`src/design/sfat_pkg.sv`:
```
`timescale 1ns / 1ps
`default_nettype none

package sfat_pkg;

  localparam int DEFAULT_MAX_FRAMES = 64;

  localparam int OPC_W  = 3;
  localparam int IDX_W  = 6;
  localparam int DUR_W  = 16;
  localparam int TS_W   = 32;
  localparam int FCNT_W = 7;

  localparam logic [OPC_W-1:0] OP_WRITE   = 3'd0;
  localparam logic [OPC_W-1:0] OP_UPDATE  = 3'd1;
  localparam logic [OPC_W-1:0] OP_ENABLE  = 3'd2;
  localparam logic [OPC_W-1:0] OP_PAUSE   = 3'd3;
  localparam logic [OPC_W-1:0] OP_DISABLE = 3'd4;

  // table read address sources
  localparam logic [1:0] RD_PTR  = 2'd0;
  localparam logic [1:0] RD_NEXT = 2'd1;
  localparam logic [1:0] RD_ZERO = 2'd2;
  localparam logic [1:0] RD_SUM  = 2'd3;

  typedef struct packed {
    logic [OPC_W-1:0] opcode;
    logic [IDX_W-1:0] frame_index;
    logic [DUR_W-1:0] frame_duration;
    logic [TS_W-1:0]  now_ms;
  } in_item_t;

  typedef struct packed {
    logic [IDX_W-1:0] current_frame;
    logic             animating;
    logic [DUR_W-1:0] time_left_ms;
  } out_item_t;

  typedef struct packed {
    logic       take;
    logic       tbl_wr;
    logic       rem_sub;
    logic       def_init;
    logic       ts_load;
    logic       advance;
    logic [1:0] rd_sel;
    logic       rem_load;
    logic       set_run;
    logic       clr_run;
    logic       ptr_clr;
    logic       def_sub;
    logic       sum_clear;
    logic       sum_run;
    logic       div_start;
    logic       div_run;
    logic       div_load;
    logic       out_load;
  } cmd_t;

  typedef struct packed {
    logic [OPC_W-1:0] opcode;
    logic             running;
    logic             upd_fit;
    logic             def_neg;
    logic             sum_done;
    logic             div_done;
    logic             out_free;
  } status_t;

endpackage

`default_nettype wire

```
`src/design/sfat_ctrl.sv`:
```
`timescale 1ns / 1ps
`default_nettype none

module sfat_ctrl (
  input  wire logic             clk,
  input  wire logic             rst,
  input  wire logic             in_valid,
  output logic                  in_stall,
  input  wire sfat_pkg::status_t status,
  output sfat_pkg::cmd_t        cmd
);

  localparam logic [2:0] S_IDLE  = 3'd0;
  localparam logic [2:0] S_EXEC  = 3'd1;
  localparam logic [2:0] S_LOAD  = 3'd2;
  localparam logic [2:0] S_FIRST = 3'd3;
  localparam logic [2:0] S_SUM   = 3'd4;
  localparam logic [2:0] S_DIV   = 3'd5;
  localparam logic [2:0] S_STEP  = 3'd6;
  localparam logic [2:0] S_DONE  = 3'd7;

  logic [2:0] state;
  logic [2:0] state_next;

  assign in_stall = (state != S_IDLE);

  always_comb begin
    cmd        = '0;
    cmd.rd_sel = sfat_pkg::RD_PTR;
    state_next = state;
    case (state)
      S_IDLE: begin
        if (in_valid) begin
          cmd.take   = 1'b1;
          state_next = S_EXEC;
        end
      end
      S_EXEC: begin
        case (status.opcode)
          sfat_pkg::OP_WRITE: begin
            cmd.tbl_wr = 1'b1;
            state_next = S_DONE;
          end
          sfat_pkg::OP_UPDATE: begin
            if (!status.running) begin
              state_next = S_DONE;
            end else if (status.upd_fit) begin
              cmd.rem_sub = 1'b1;
              cmd.ts_load = 1'b1;
              state_next  = S_DONE;
            end else begin
              cmd.def_init = 1'b1;
              cmd.ts_load  = 1'b1;
              cmd.advance  = 1'b1;
              cmd.rd_sel   = sfat_pkg::RD_NEXT;
              state_next   = S_FIRST;
            end
          end
          sfat_pkg::OP_ENABLE: begin
            cmd.rd_sel = sfat_pkg::RD_PTR;
            state_next = S_LOAD;
          end
          sfat_pkg::OP_PAUSE: begin
            cmd.clr_run = 1'b1;
            state_next  = S_DONE;
          end
          sfat_pkg::OP_DISABLE: begin
            cmd.clr_run = 1'b1;
            cmd.ptr_clr = 1'b1;
            cmd.rd_sel  = sfat_pkg::RD_ZERO;
            state_next  = S_LOAD;
          end
          default: begin
            state_next = S_DONE;
          end
        endcase
      end
      S_LOAD: begin
        cmd.rem_load = 1'b1;
        if (status.opcode == sfat_pkg::OP_ENABLE) begin
          cmd.set_run = 1'b1;
          cmd.ts_load = 1'b1;
        end
        state_next = S_DONE;
      end
      S_FIRST: begin
        cmd.def_sub = 1'b1;
        if (status.def_neg) begin
          state_next = S_DONE;
        end else begin
          cmd.sum_clear = 1'b1;
          state_next    = S_SUM;
        end
      end
      S_SUM: begin
        cmd.rd_sel = sfat_pkg::RD_SUM;
        if (status.sum_done) begin
          cmd.div_start = 1'b1;
          state_next    = S_DIV;
        end else begin
          cmd.sum_run = 1'b1;
        end
      end
      S_DIV: begin
        if (status.div_done) begin
          // remainder becomes the deficit; at least one more step follows
          cmd.div_load = 1'b1;
          cmd.advance  = 1'b1;
          cmd.rd_sel   = sfat_pkg::RD_NEXT;
          state_next   = S_STEP;
        end else begin
          cmd.div_run = 1'b1;
        end
      end
      S_STEP: begin
        cmd.def_sub = 1'b1;
        if (status.def_neg) begin
          state_next = S_DONE;
        end else begin
          cmd.advance = 1'b1;
          cmd.rd_sel  = sfat_pkg::RD_NEXT;
        end
      end
      S_DONE: begin
        if (status.out_free) begin
          cmd.out_load = 1'b1;
          state_next   = S_IDLE;
        end
      end
      default: begin
        state_next = S_IDLE;
      end
    endcase
  end

  always_ff @(posedge clk) begin
    if (rst) begin
      state <= S_IDLE;
    end else begin
      state <= state_next;
    end
  end

endmodule

`default_nettype wire

```
`src/design/sfat_datapath.sv`:
```
`timescale 1ns / 1ps
`default_nettype none

module sfat_datapath #(
  parameter int MAX_FRAMES = sfat_pkg::DEFAULT_MAX_FRAMES
) (
  input  wire logic                          clk,
  input  wire logic                          rst,
  input  wire sfat_pkg::in_item_t            in_data,
  input  wire logic                          cfg_wr_en,
  input  wire logic [sfat_pkg::FCNT_W-1:0]   cfg_wr_data,
  input  wire sfat_pkg::cmd_t                cmd,
  output sfat_pkg::status_t                  status,
  output logic                               out_valid,
  input  wire logic                          out_stall,
  output sfat_pkg::out_item_t                out_data
);

  localparam int PTR_W  = $clog2(MAX_FRAMES);
  localparam int CNT_W  = $clog2(MAX_FRAMES + 1);
  localparam int SUM_W  = sfat_pkg::DUR_W + CNT_W;
  localparam int DUR_W  = sfat_pkg::DUR_W;
  localparam int TS_W   = sfat_pkg::TS_W;
  localparam int DCNT_W = $clog2(TS_W + 1);

  sfat_pkg::in_item_t          item;
  logic [sfat_pkg::FCNT_W-1:0] frame_count;

  logic [DUR_W-1:0] dur_mem [MAX_FRAMES];
  logic [DUR_W-1:0] rd_q;
  logic [PTR_W-1:0] rd_addr;

  logic [PTR_W-1:0] ptr;
  logic [DUR_W-1:0] rem;
  logic [TS_W-1:0]  last_ts;
  logic             running;
  logic [TS_W-1:0]  deficit;

  logic [CNT_W-1:0] sum_idx;
  logic             sum_pend;
  logic [SUM_W-1:0] cycle_sum;

  logic [TS_W-1:0]   div_q;
  logic [SUM_W-1:0]  div_r;
  logic [DCNT_W-1:0] div_cnt;

  logic [CNT_W-1:0] n_frames;
  logic [PTR_W-1:0] ptr_next;
  logic [DUR_W-1:0] ft;
  logic [TS_W-1:0]  elapsed;
  logic [TS_W:0]    upd_diff;
  logic [TS_W:0]    def_diff;
  logic [SUM_W:0]   div_try;
  logic [SUM_W:0]   div_sub;

  // frames in use, clamped to 1..MAX_FRAMES
  always_comb begin
    if (frame_count == '0) begin
      n_frames = CNT_W'(1);
    end else if (int'(frame_count) > MAX_FRAMES) begin
      n_frames = CNT_W'(MAX_FRAMES);
    end else begin
      n_frames = CNT_W'(frame_count);
    end
  end

  assign ptr_next = ((CNT_W'(ptr) + CNT_W'(1)) >= n_frames) ? '0 : ptr + PTR_W'(1);

  // stored zero counts as one
  assign ft = (rd_q == '0) ? DUR_W'(1) : rd_q;

  assign elapsed  = item.now_ms - last_ts;
  assign upd_diff = {{(TS_W + 1 - DUR_W){1'b0}}, rem} - {1'b0, elapsed};
  assign def_diff = {1'b0, deficit} - {{(TS_W + 1 - DUR_W){1'b0}}, ft};

  assign div_try = {div_r, div_q[TS_W-1]};
  assign div_sub = div_try - {1'b0, cycle_sum};

  always_comb begin
    case (cmd.rd_sel)
      sfat_pkg::RD_PTR:  rd_addr = ptr;
      sfat_pkg::RD_NEXT: rd_addr = ptr_next;
      sfat_pkg::RD_ZERO: rd_addr = '0;
      sfat_pkg::RD_SUM:  rd_addr = sum_idx[PTR_W-1:0];
      default:           rd_addr = ptr;
    endcase
  end

  always_comb begin
    status          = '0;
    status.opcode   = item.opcode;
    status.running  = running;
    status.upd_fit  = !upd_diff[TS_W] && (upd_diff != '0);
    status.def_neg  = def_diff[TS_W];
    status.sum_done = (sum_idx >= n_frames) && !sum_pend;
    status.div_done = (div_cnt == DCNT_W'(TS_W));
    status.out_free = !out_valid || !out_stall;
  end

  // duration table
  always_ff @(posedge clk) begin
    if (cmd.tbl_wr && (int'(item.frame_index) < MAX_FRAMES)) begin
      dur_mem[PTR_W'(item.frame_index)] <= item.frame_duration;
    end
    rd_q <= dur_mem[rd_addr];
  end

  always_ff @(posedge clk) begin
    if (cmd.take) begin
      item <= in_data;
    end
  end

  always_ff @(posedge clk) begin
    if (rst) begin
      frame_count <= sfat_pkg::FCNT_W'(1);
    end else if (cfg_wr_en) begin
      frame_count <= cfg_wr_data;
    end
  end

  always_ff @(posedge clk) begin
    if (rst) begin
      ptr     <= '0;
      rem     <= '0;
      last_ts <= '0;
      running <= 1'b0;
    end else begin
      if (cmd.ptr_clr) begin
        ptr <= '0;
      end else if (cmd.advance) begin
        ptr <= ptr_next;
      end
      if (cmd.rem_sub) begin
        rem <= upd_diff[DUR_W-1:0];
      end else if (cmd.rem_load) begin
        rem <= ft;
      end else if (cmd.def_sub && def_diff[TS_W]) begin
        rem <= ft - deficit[DUR_W-1:0];
      end
      if (cmd.ts_load) begin
        last_ts <= item.now_ms;
      end
      if (cmd.clr_run) begin
        running <= 1'b0;
      end else if (cmd.set_run) begin
        running <= 1'b1;
      end
    end
  end

  // deficit: time overdue past the end of the current frame
  always_ff @(posedge clk) begin
    if (cmd.def_init) begin
      deficit <= elapsed - {{(TS_W - DUR_W){1'b0}}, rem};
    end else if (cmd.def_sub && !def_diff[TS_W]) begin
      deficit <= def_diff[TS_W-1:0];
    end else if (cmd.div_load) begin
      deficit <= TS_W'(div_r);
    end
  end

  // sum of all frame durations, one table read per cycle
  always_ff @(posedge clk) begin
    if (cmd.sum_clear) begin
      sum_idx   <= '0;
      sum_pend  <= 1'b0;
      cycle_sum <= '0;
    end else if (cmd.sum_run) begin
      if (sum_idx < n_frames) begin
        sum_idx  <= sum_idx + CNT_W'(1);
        sum_pend <= 1'b1;
      end else begin
        sum_pend <= 1'b0;
      end
      if (sum_pend) begin
        cycle_sum <= cycle_sum + SUM_W'(ft);
      end
    end
  end

  // restoring remainder: deficit mod cycle_sum, one bit per cycle
  always_ff @(posedge clk) begin
    if (cmd.div_start) begin
      div_q   <= deficit;
      div_r   <= '0;
      div_cnt <= '0;
    end else if (cmd.div_run) begin
      div_q   <= {div_q[TS_W-2:0], 1'b0};
      div_cnt <= div_cnt + DCNT_W'(1);
      if (!div_sub[SUM_W]) begin
        div_r <= div_sub[SUM_W-1:0];
      end else begin
        div_r <= div_try[SUM_W-1:0];
      end
    end
  end

  always_ff @(posedge clk) begin
    if (rst) begin
      out_valid <= 1'b0;
    end else if (cmd.out_load) begin
      out_valid <= 1'b1;
    end else if (!out_stall) begin
      out_valid <= 1'b0;
    end
  end

  always_ff @(posedge clk) begin
    if (cmd.out_load) begin
      out_data.current_frame <= sfat_pkg::IDX_W'(ptr);
      out_data.animating     <= running;
      out_data.time_left_ms  <= rem;
    end
  end

endmodule

`default_nettype wire

```
`src/design/sprite_frame_animation_timer.sv`:
```
// Sprite frame animation timer.
// Input channel in_valid/in_stall carries one item per operation: write a
// frame duration, update at a timestamp, enable, pause or disable. Every
// item produces exactly one result on out_valid/out_stall: current frame,
// running flag and milliseconds left in the frame.
// The user must write frame_count through cfg_wr_en/cfg_wr_data only
// while idle; the block itself does not enforce this. Write, pause,
// unknown codes and an update that stays in the current frame go from
// the execute state straight to the output; enable and disable pass through
// the load state, an update that moves on by one frame through the first-step
// state. An update that runs past the next frame sums the table (one table
// read per cycle), takes the overdue time modulo that sum (one bit per cycle)
// and then steps one frame per cycle. One item is in work at a time; the next
// is accepted the cycle after the result enters the output register.
// A result held by out_stall stays put; a finished item waits for the
// register to free. Reset clears frame, time, timestamp, running and sets
// frame_count to 1; the duration table holds nothing until written.
`timescale 1ns / 1ps
`default_nettype none

module sprite_frame_animation_timer #(
  parameter int MAX_FRAMES = sfat_pkg::DEFAULT_MAX_FRAMES
) (
  input  wire logic                        clk,
  input  wire logic                        rst,
  input  wire logic                        in_valid,
  output logic                             in_stall,
  input  wire sfat_pkg::in_item_t          in_data,
  output logic                             out_valid,
  input  wire logic                        out_stall,
  output sfat_pkg::out_item_t              out_data,
  input  wire logic                        cfg_wr_en,
  input  wire logic [sfat_pkg::FCNT_W-1:0] cfg_wr_data
);

  sfat_pkg::cmd_t    cmd;
  sfat_pkg::status_t status;

  sfat_ctrl u_ctrl (
    .clk      (clk),
    .rst      (rst),
    .in_valid (in_valid),
    .in_stall (in_stall),
    .status   (status),
    .cmd      (cmd)
  );

  sfat_datapath #(
    .MAX_FRAMES (MAX_FRAMES)
  ) u_datapath (
    .clk         (clk),
    .rst         (rst),
    .in_data     (in_data),
    .cfg_wr_en   (cfg_wr_en),
    .cfg_wr_data (cfg_wr_data),
    .cmd         (cmd),
    .status      (status),
    .out_valid   (out_valid),
    .out_stall   (out_stall),
    .out_data    (out_data)
  );

endmodule

`default_nettype wire

```
`config.mk`:
```
export PLATFORM = sky130hd
export DESIGN_NAME = sprite_frame_animation_timer
export DESIGN_NICKNAME = d
export VERILOG_FILES = /design/src/design/sfat_pkg.sv /design/src/design/sfat_ctrl.sv /design/src/design/sfat_datapath.sv /design/src/design/sprite_frame_animation_timer.sv
export SDC_FILE = /design/constraint.sdc
export NUM_CORES = 2
export LEC_CHECK = 0
export ABC_AREA = 1
export BUFFER_PORTS_ARGS = -buffer_cell sky130_fd_sc_hd__buf_2
export CORE_MARGIN = 5
export CORE_UTILIZATION = 45
export CTS_BUF_LIST = sky130_fd_sc_hd__clkbuf_4 sky130_fd_sc_hd__clkbuf_8 sky130_fd_sc_hd__clkbuf_16
export CTS_CLUSTER_SIZE = 10
export DETAILED_ROUTE_END_ITERATION = 10
export GPL_TIMING_DRIVEN = 0
export PLACE_DENSITY = 0.71
export SETUP_SLACK_MARGIN = 0.05
export SLEW_MARGIN = 0
export SYNTH_ARGS = -nofsm -noshare
export SYNTH_HDL_FRONTEND = slang
export SYNTH_HIERARCHICAL = 1
export SYNTH_SLANG_ARGS = --single-unit
```
`constraint.sdc`:
```
create_clock -name clk -period 13.65 [get_ports clk]
set_input_delay 2.73 -clock clk [delete_from_list [all_inputs] [get_ports clk]]
set_output_delay 2.73 -clock clk [all_outputs]
set_load 0.02 [all_outputs]
```
# Word level (Yosys, flattened, before mapping)
# Memory sizes are Yosys's and may differ from the RTL's. A register that Yosys moved wholly into a read port is not among the register bits.
# Index checks and enable logic that the tools add are counted.
[totals]
register_bits = 270
ram_bits = 1024
n_memories = 1
[memory_table]
columns = ["memory", "depth", "width", "rd", "rd_ports_with_merged_regs", "write_ports", "line", "text"]
rows = [
  ["u_datapath.dur_mem", 64, 16, 1, 1, 1, "sfat_datapath.sv:29", "logic [DUR_W-1:0] dur_mem [MAX_FRAMES];"],
]
[op_classes]
add_sub_neg = 11
magnitude_cmp = 4
n_eq_ne = 21
n_mux = 60
reduce_logical = 28
[ops]
columns = ["operator", "count"]
rows = [
  ["$mux W32", 5],
  ["$mux W16", 4],
  ["$mux W3", 11],
  ["$reduce_bool A33 Y1", 1],
  ["$sub A16 B32 Y33", 1],
  ["$sub A32 B16 Y33", 1],
  ["$sub A32 B16 Y32", 1],
  ["$sub A32 B32 Y32", 1],
  ["$pmux W3 S8", 1],
  ["$pmux W6 S4", 1],
  ["$sub A24 B23 Y24", 1],
  ["$add A23 B16 Y23", 1],
  ["$mux W23", 1],
  ["$mux W1", 22],
  ["$logic_not A16 Y1", 1],
  ["$sub A16 B16 Y16", 1],
  ["$eq A3 B3 Y1 const B", 5],
  ["$ge A7 B7 Y1", 2],
  ["$mux W7", 2],
  ["$add A6 B1 Y6 const B", 2],
  ["$eq A3 B2 Y1 const B", 4],
  ["$mux W6", 2],
  ["$mux W2", 5],
  ["$reduce_or A2 Y1", 5],
  ["other kinds (26)", 43],
]

# Logic depth before layout (Yosys ltp)
[logic_depth]
word_depth = 10
mapped_depth = 47
mapped_depth_nobuf = 45

# Cells and area by module
# Netlist, hierarchy kept.
[by_module_without_submodules]
columns = ["mod", "n_inst", "cells_each", "area_per_inst_um2", "seq_area_each_um2"]
rows = [
  ["sfat_datapath", 1, 5598, 61253.7, 37856.3],
  ["sfat_ctrl", 1, 86, 486.7, 60.1],
]

# Worst setup path after synthesis
# OpenSTA, ideal clock, no wires.
[synth_timing]
kind = "input -> register"
start = "input in_valid"
end = "register u_datapath/item[0] (netlist bit), enable pin"
arrival_time_ps = 5168
required_ps = 13178
setup_slack_ps = 8010
cell_stages = 2
cell_sequence = "inv_1 -> nor2_1"
[synth_rtl]
columns = ["element", "line", "text"]
rows = [
  ["from (decl)", "sprite_frame_animation_timer.sv:26", "input wire logic in_valid,"],
  ["to (signal assigned)", "sfat_datapath.sv:110", "item <= in_data;"],
  ["to (decl)", "sfat_datapath.sv:26", "sfat_pkg::in_item_t item;"],
]

==> flow_summary.toml <==
[worst_setup_path]
cp_slowest_stage_delay_ns = 0.63
cp-end-kind = "flip-flop"
worstPathArrival_ns = 9.32
cp_slowest_cell = "clkbuf_1"
cp_data_required_time_ns = 14.28
startpoint_type = "flip-flop"
criticalPathCategory = "flip-flop to flip-flop"
critPathMaxFanout = 10

[die]
core_area_mm2 = 0.137
fp.dieW_um = 380
dieArea_mm2 = 0.145
core.rowCount = 136
start_util = 0.451
die_h_um = 380
ios = 94

[timing]
tns_ns = 0
maxSlewHeadroom = 0.0487
finalHoldViolations = 0
rsz0062_at_grt = "false"
max_freq_mhz = 115
worstMarginPinSlew_ns = 1.42
layout_worst_path_cycle_share = 0.637
min_period_ns = 8.69
hold_slack_ns = 0.459
finalSetupViolations = 0
final_max_slew_viol_count = 0
skew_ns = 0.0322

[global_routing]
grt_overflow = 0
grt_use_total = 0.240
first_global_vias = 44400
grt_pass1_wl_um = 266000
grt_max_degree = 42
antenna_found_initial = 2

[place]
port_buffers = 93
place.gp.congestion = 0.936
place_hpwl_um = 131000

[cts]
cts_max_level = 4
cts.sinks = 1310
cts_tree = "built"
post-cts-setup-buffer-count = 0
cts-buffers-inserted = 151
path_clk_slew_ns = 0.05
cts_resized = 0
clk-insertion-delay-late_ns = 0.79
cts-hold-fix-buffers = 0
clk_path_buf_depth = 3
root_buffer = "clkbuf_16"

[logic_synthesis]
avgSynthCellArea_um2 = 10.9
seq_area_frac_synth = 0.614
syn_inst = 5684
synthArstFlopShare = 0
ys_ff_latch = 1310
ys_warn_count = 6
yosysUniqueCellTypes = 63
synth_ff_type = "edfxtp_1"
synth_edf_count = 1168
syn_nets = 5911
synthesis.area_mm2 = 0.0617

[power]
p_clk_frac = 0.224
peakVddDrop_uv = 137
power_density_mw_per_mm2 = 235
p_sw_frac = 0.438
p_sw_uw = 7250
pwr-share-comb = 0.475
internal_power_uw = 9320
cellLeakagePower_uw = 0.0250
sequentialPowerShare = 0.301

[job]
cap_violations = 0

[final_layout]
multiInputGateArea_mm2 = 0.0208
nNetsFinal = 6215
area_growth_pct = 14.0
layout-drive-gt1-share = 0.118
n_antenna_cell = 0
n_fill_cell = 11600
final-seq-area_mm2 = 0.0379

[routing]
route.detailed.drc = 0
viasPerCell = 5.77
initialDrtViolationCount = 5059
avgRoutedWirePerCell_um = 22.8
drt-total-wl_um = 179000
drtAntennaViolNets = 0
vias = 45300
first_pass_iters = 6

[worst_hold_path]
hp-class = "flip-flop to flip-flop"

[status]
status = "finished clean"
==> synthesized netlist by cell type, drive strengths merged (50+ instances only) <==
master  instances  share of area
edfxtp       1168           0.57
nand2         706          0.045
o211ai        504          0.061
inv           472          0.029
nand3         466          0.038
nor2          463          0.030
o21ai         397          0.032
or2           341          0.035
a21oi         246          0.021
clkbuf        157         0.0099
ha            151          0.031
buf           144          0.013
dfxtp         142          0.046
xor2           69         0.0098
nand4          50         0.0054
==> sequential cells by signal, indices dropped and copies added, names as in the netlist, 23 cells and up <==
register and flops:
u_datapath/div_q 32, u_datapath/last_ts 32, u_datapath/out_data 23, u_datapath/item 54, u_datapath/deficit 32, u_datapath/div_r 23
u_datapath/dur_mem 1024, u_datapath/cycle_sum 23
==> power groups by stage <==
stage	clock, µW	combinational [µW]	sequential, µW
2_1_floorplan	0	4850	5040
3_3_place_gp	0	7170	5280
3_5_place_dp	0	7650	5070
4_1_cts	3750	7700	4990
5_1_grt	3930	8480	5010
6_report	3710	7880	5000
==> critical path, delay by kind of cell, from the launching register on <==
| family | cells | cell delay (ns) |
|---|---|---|
| and+or+nand+nor | 30 | 4.27 |
| buffers and inverters | 9 | 2.14 |
| adders and majority gates | 3 | 0.89 |
| AOI/OAI and AO/OA | 2 | 0.64 |
| DFF | 1 | 0.37 |
| xor gates and xnor gates | 1 | 0.21 |
==> layout by cell type, fill, tap and decap left out, types with 21 or more instances in the layout <==
cell / count
edfxtp_1: 1168
nand2_1: 662
o211ai_1: 504
nand3_1: 460
inv_1: 451
nor2_1: 386
o21ai_0: 368
a21oi_1: 237
buf_2: 199
or2_1: 178
clkbuf_16: 153
ha_1: 151
clkbuf_1: 144
dfxtp_1: 142
or2_0: 128
nor2_2: 69
xor2_1: 69
nand4_1: 47
clkbuf_4: 43
buf_16: 41
o21bai_1: 40
nand2_2: 39
or2_2: 35
nor3_1: 34
xnor2_1: 31
o21ai_1: 27
buf_4: 21
==> worst paths after layout <==
| kind | from | end | slack, ns | cells after the start |
|---|---|---|---|---|
| max | u_datapath/item[0] | u_datapath/rd_q[8] | 4.96 | 45 |
| min | u_datapath/last_ts[8] | u_datapath/last_ts[8] | 0.46 | 2 |
| max reg2reg | u_datapath/item[0] | u_datapath/rd_q[8] | 4.96 | 45 |
| min reg2reg | u_datapath/last_ts[8] | u_datapath/last_ts[8] | 0.46 | 2 |
==> cells by family (layout without fill, tap and decap cells) <==
logic type | Yosys count | after routing | share of synthesized area
buffers and inverters | 777 | 1144 | 0.0516
and+or+nand+nor | 2074 | 2074 | 0.158
DFF | 1310 | 1310 | 0.614
xor gates and xnor gates | 100 | 100 | 0.0142
AOI/OAI and AO/OA | 1265 | 1265 | 0.129
adders and majority gates | 158 | 158 | 0.0329
==> routing by layer <==
metal	wire, µm	vias to the layer above	part of all wire	GRT usage
met4	9810	2	0.055	0.122
li1	-	20900	-	-
met3	14900	456	0.083	0.0470
met5	20	-	0.00011	0
met2	83800	2046	0.47	0.393
met1	70600	21900	0.39	0.306
==> stage by stage <==
step / util / cells / worst slack [ns] / area [µm²] / power, µW
5_1_grt: 0.514 / 7845 / 4.49 / 70400 / 17400
4_1_cts: 0.513 / 7842 / 5.21 / 70300 / 16400
3_5_place_dp: 0.481 / 7626 / 5.23 / 65800 / 12700
6_report: 0.514 / 7845 / 4.96 / 70400 / 16600
2_1_floorplan: - / 5684 / 8.01 / 61700 / 9900
3_3_place_gp: 0.471 / 7571 / 5.39 / 64500 / 12400
==> cell type report <==
| cell class | count | share of cell area |
|---|---|---|
| sequential | 1310 | 0.539 |
| multi-input combinational | 3597 | 0.295 |
| clock buffer | 197 | 0.0592 |
| tap | 1794 | 0.0319 |
| timing repair buffer | 151 | 0.0258 |
| inverter | 476 | 0.0255 |
| buffer | 301 | 0.0198 |
| clock inverter | 19 | 0.00437 |
Power figures use the tool's default switching activity.
